$ cat src/hdl/mwrt_ram.sv
// Simple dual-port RAM: one write port, one registered read port, read-first.
module mwrt_ram #(
    parameter int WIDTH = 32,
    parameter int DEPTH = 64
) (
    input  logic                     i_clk,
    input  logic                     i_we,
    input  logic [$clog2(DEPTH)-1:0] i_waddr,
    input  logic [WIDTH-1:0]         i_wdata,
    input  logic                     i_re,
    input  logic [$clog2(DEPTH)-1:0] i_raddr,
    output logic [WIDTH-1:0]         o_rdata
);

    logic [WIDTH-1:0] r_mem [DEPTH];
    logic [WIDTH-1:0] r_rdata;

    // Write the entry; a read of the same entry returns the old contents
    always_ff @(posedge i_clk) begin
        if (i_we) begin
            r_mem[i_waddr] <= i_wdata;
        end
        if (i_re) begin
            r_rdata <= r_mem[i_raddr];
        end
    end

    assign o_rdata = r_rdata;

endmodule

$ cat config.mk
export PLATFORM = sky130hd
export DESIGN_NAME = mwrt_ram
export DESIGN_NICKNAME = d
export VERILOG_FILES = /design/src/hdl/mwrt_ram.sv
export SDC_FILE = /design/constraint.sdc
export NUM_CORES = 2
export LEC_CHECK = 0
export BUFFER_PORTS_ARGS = -buffer_cell sky130_fd_sc_hd__buf_2
export CAP_MARGIN = 0
export CORE_MARGIN = 2
export CORE_UTILIZATION = 55
export DETAILED_ROUTE_END_ITERATION = 10
export PLACE_DENSITY = 0.8
export SYNTH_ARGS = -nofsm -noshare
export SYNTH_HDL_FRONTEND = slang
export SYNTH_SLANG_ARGS = --single-unit
$ cat constraint.sdc
create_clock -name i_clk -period 5.7 [get_ports i_clk]
set_input_delay 1.14 -clock i_clk [delete_from_list [all_inputs] [get_ports i_clk]]
set_output_delay 1.14 -clock i_clk [all_outputs]
set_load 0.005 [all_outputs]
==> results.md <==
* Top delay family on crit path: buffers and inverters
* Post-Route Utilization at 62.26%
* Register area at 0.06246 mm^2
* Port Buffers at 78
* Seq cells post-synth at 2,080
* Vias per std cell at 7.121
* Max Slew Vio Count at 0
* CP Max Fanout at 91
* Mapped cell area at 0.07884 mm^2
* Boundary pin count at 79
* Final worst path period share at 75.23%
* First-pass GRT wire length at 301.6 mm
* Setup_tns at 0 ns
* Drt first pass iters at 5
* Die area at 0.1464 mm^2
* Total track usage at 29.64%
* DR iter-0 viols at 6,998
* Layout cells sized above 1 at 29.29%
* Final setup fails at 0
* Remaining Overflow, GRT at 0
* Antenna Violating Nets Remaining at 0
* Hold path cells at 4
* Worst slew pin tran at 1.364 ns
* Power Total at 0.03088 W
* Slew margin rel. at 9.064%
* CP startpoint kind: primary input
* Leak pwr at 27.38 nW
* # clock sinks at 2,080
* R2R Setup Slk at 2.74 ns
* Antenna violations before repair at 14
* Fillers at 8,891
* Worst Hold Class: reg -> reg
* Mean Syn Cell Area at 23.72 um^2
* Post-layout min period at 4.288 ns
* Post-CTS Hold Buffers at 0
* Slowest cell on the critical path: o22ai_1
* R2r endpoint: o_rdata[24]
* Hold wc startpoint: r_mem[12][4]
* Reg-to-Reg Start: r_mem[3][24]
* Placed cells at 5,262
* Clock skew at 0.03665 ns
* Max Buffers Root-to-Sink at 3
* Initial Utilization at 55.54%
* Area of the multi-input gates at 0.01598 mm^2
* CP Class: in -> reg
* PD cells at 349.5 mW/mm^2
* Num CTS Buffers at 189
* Share of the synthesized area in the top cell type at 79.23%
* Sequential area share after synthesis at 79.23%
* DP Wirelength at 113.0 mm
* CTS tree: yes
* Yosys top cell by area: edfxtp_1
* Most common cell type on the critical path: mux4_2
* Row count at 138
* Area Growth Syn to Fin at 12.09%
* Max Cap Violations at 0
* Fmax at 233.2 MHz
* Synth warn at 0
* RSZ-0062 raised after global routing: no
* Synthesized Nets at 3,371
* Final Net Count at 3,610
* Cells after Synth at 3,324
* Vias in the first global route at 39,757
* Bufs and invs on worst path at 2
* Routed wire per std cell at 38.32 um
* Nature of the critical path endpoint: flop
* Setup repair bufs after CTS at 0
* Chip Width at 382.6 um
* R2R depth at 4
* Core area at 0.1419 mm^2
* Final wirelength at 215.4 mm
* Die height at 382.6 um
* Status: completed
* Final hold vios at 0
* Worst EP arrival at 4.81 ns
* # H-tree levels at 4
* Largest net degree at the start of global routing at 92
* Maximum vdd drop at 0.4118 mV
* Worst Hold End: o_rdata[4]
* CP peak stage delay at 1.06 ns
* Skew-Pair Late Insertion Delay at 0.84 ns
* Root buf cell: clkbuf_16
* Top area cells in the synthesized netlist: edfxtp_1 (79%), mux4_2 (16%), mux2i_1 (1.2%), o22ai_1 (0.67%), nor2_1 (0.65%)
* CP Cell Sequence: buf_8 -> buf_4 -> mux4_2 -> mux4_2 -> o22ai_1 -> nor2_1
* Total number of vias at 40,035
* Clock slew at reported path FFs at 0.06 ns
* Resized Gates After CTS at 0
* Number of remaining DRC errors at 0
* Post-synth cell types at 33
* Global placer's final weighted congestion at 0.8395
* Critical Path RT at 6.22 ns
* Finished Layout Cells at 5,622
[flip-flops by register name, indices dropped and copies added, names as in the netlist]
| signal | cells |
|---|---|
| r_mem | 2048 |
| o_rdata | 32 |
[worst max path at each step]
stage | cells after the start | from | endpoint
after floorplan | 4 | i_waddr[3] | r_mem[48][0]
after global placement | 6 | i_raddr[1] | o_rdata[24]
after detailed placement | 7 | i_raddr[0] | o_rdata[21]
after CTS | 7 | i_raddr[0] | o_rdata[21]
after global routing | 7 | i_raddr[0] | o_rdata[25]
final | 6 | i_raddr[1] | o_rdata[24]
[layer usage]
layer	vias up	wire, um	global-route usage, %
li1	14776	-	-
met5	-	80	0
met1	20755	71490	39.55
met2	3831	102600	46.00
met3	661	29950	8.189
met4	12	11340	13.71
[cell usage after synthesis (all sizes together)]
cell    instances
a21oi          62
a22oi          12
a311oi          8
a31oi           1
a41o            4
and2            2
and3            4
buf           108
clkbuf         74
edfxtp       2080
mux2i          93
mux4          544
nand2          26
nand2b          8
nand3           5
nand3b          5
nand4           2
nand4b          1
nor2          137
nor2b          15
nor3            7
o221ai         27
o22ai          84
o32ai           4
or2             3
or3             3
or3b            5
[per-stage QoR]
stage	instance area [um^2]	worst slack, ns	hold WS [ns]
2_1_floorplan	78840	1.400	0.7502
3_3_place_gp	82530	0.8195	0.7889
3_5_place_dp	82530	0.8101	0.8276
4_1_cts	88340	1.631	0.9113
5_1_grt	88340	1.413	0.9684
6_report	88370	1.412	0.9232
[layout make-up]
cell class / count / area share (%)
multi-input combinational: 1062 / 18.08
tap: 1890 / 2.676
timing repair buffer: 230 / 1.954
antenna: 10 / 0.02832
clock buffer: 257 / 5.737
clock inverter: 93 / 0.8425
sequential: 2080 / 70.68
[cells by family (layout without fill, tap and decap cells)]
logic type	Yosys count	after routing	synth area share [%]
muxes	637	637	16.72
AOI/OAI and AO/OA	202	202	1.666
DFF	2080	2080	79.23
other	0	10	0
buffers and inverters	182	580	1.124
and+or+nand+nor	223	223	1.260
[worst register-to-register path: stages (launching register included)]
cell	delay, ns
edfxtp_1	0.40
mux4_2	0.52
mux4_2	0.52
o22ai_1	1.06
nor2_1	0.16
[cells in the final DEF, fill, tap and decap left out, drive strengths merged, types with 2 or more instances in the layout]
cell / count
edfxtp: 2080
mux4: 544
clkbuf: 257
buf: 230
nor2: 137
mux2i: 93
o22ai: 84
clkinv: 77
a21oi: 62
o221ai: 27
nand2: 26
nor2b: 15
a22oi: 12
diode: 10
a311oi: 8
bufinv: 8
nand2b: 8
nor3: 7
nand3b: 5
nand3: 5
or3b: 5
and3: 4
a41o: 4
o32ai: 4
clkinvlp: 4
inv: 4
or3: 3
or2: 3
and2: 2
nand4: 2
[where the power goes]
part	switching (W)	internal [W]
Clock	0.00562	0.00661
Combinational	0.00105	0.000563
Sequential	0.0000704	0.0170
Total	0.00674	0.0241
Note: power is estimated with default switching activity, not from simulation.
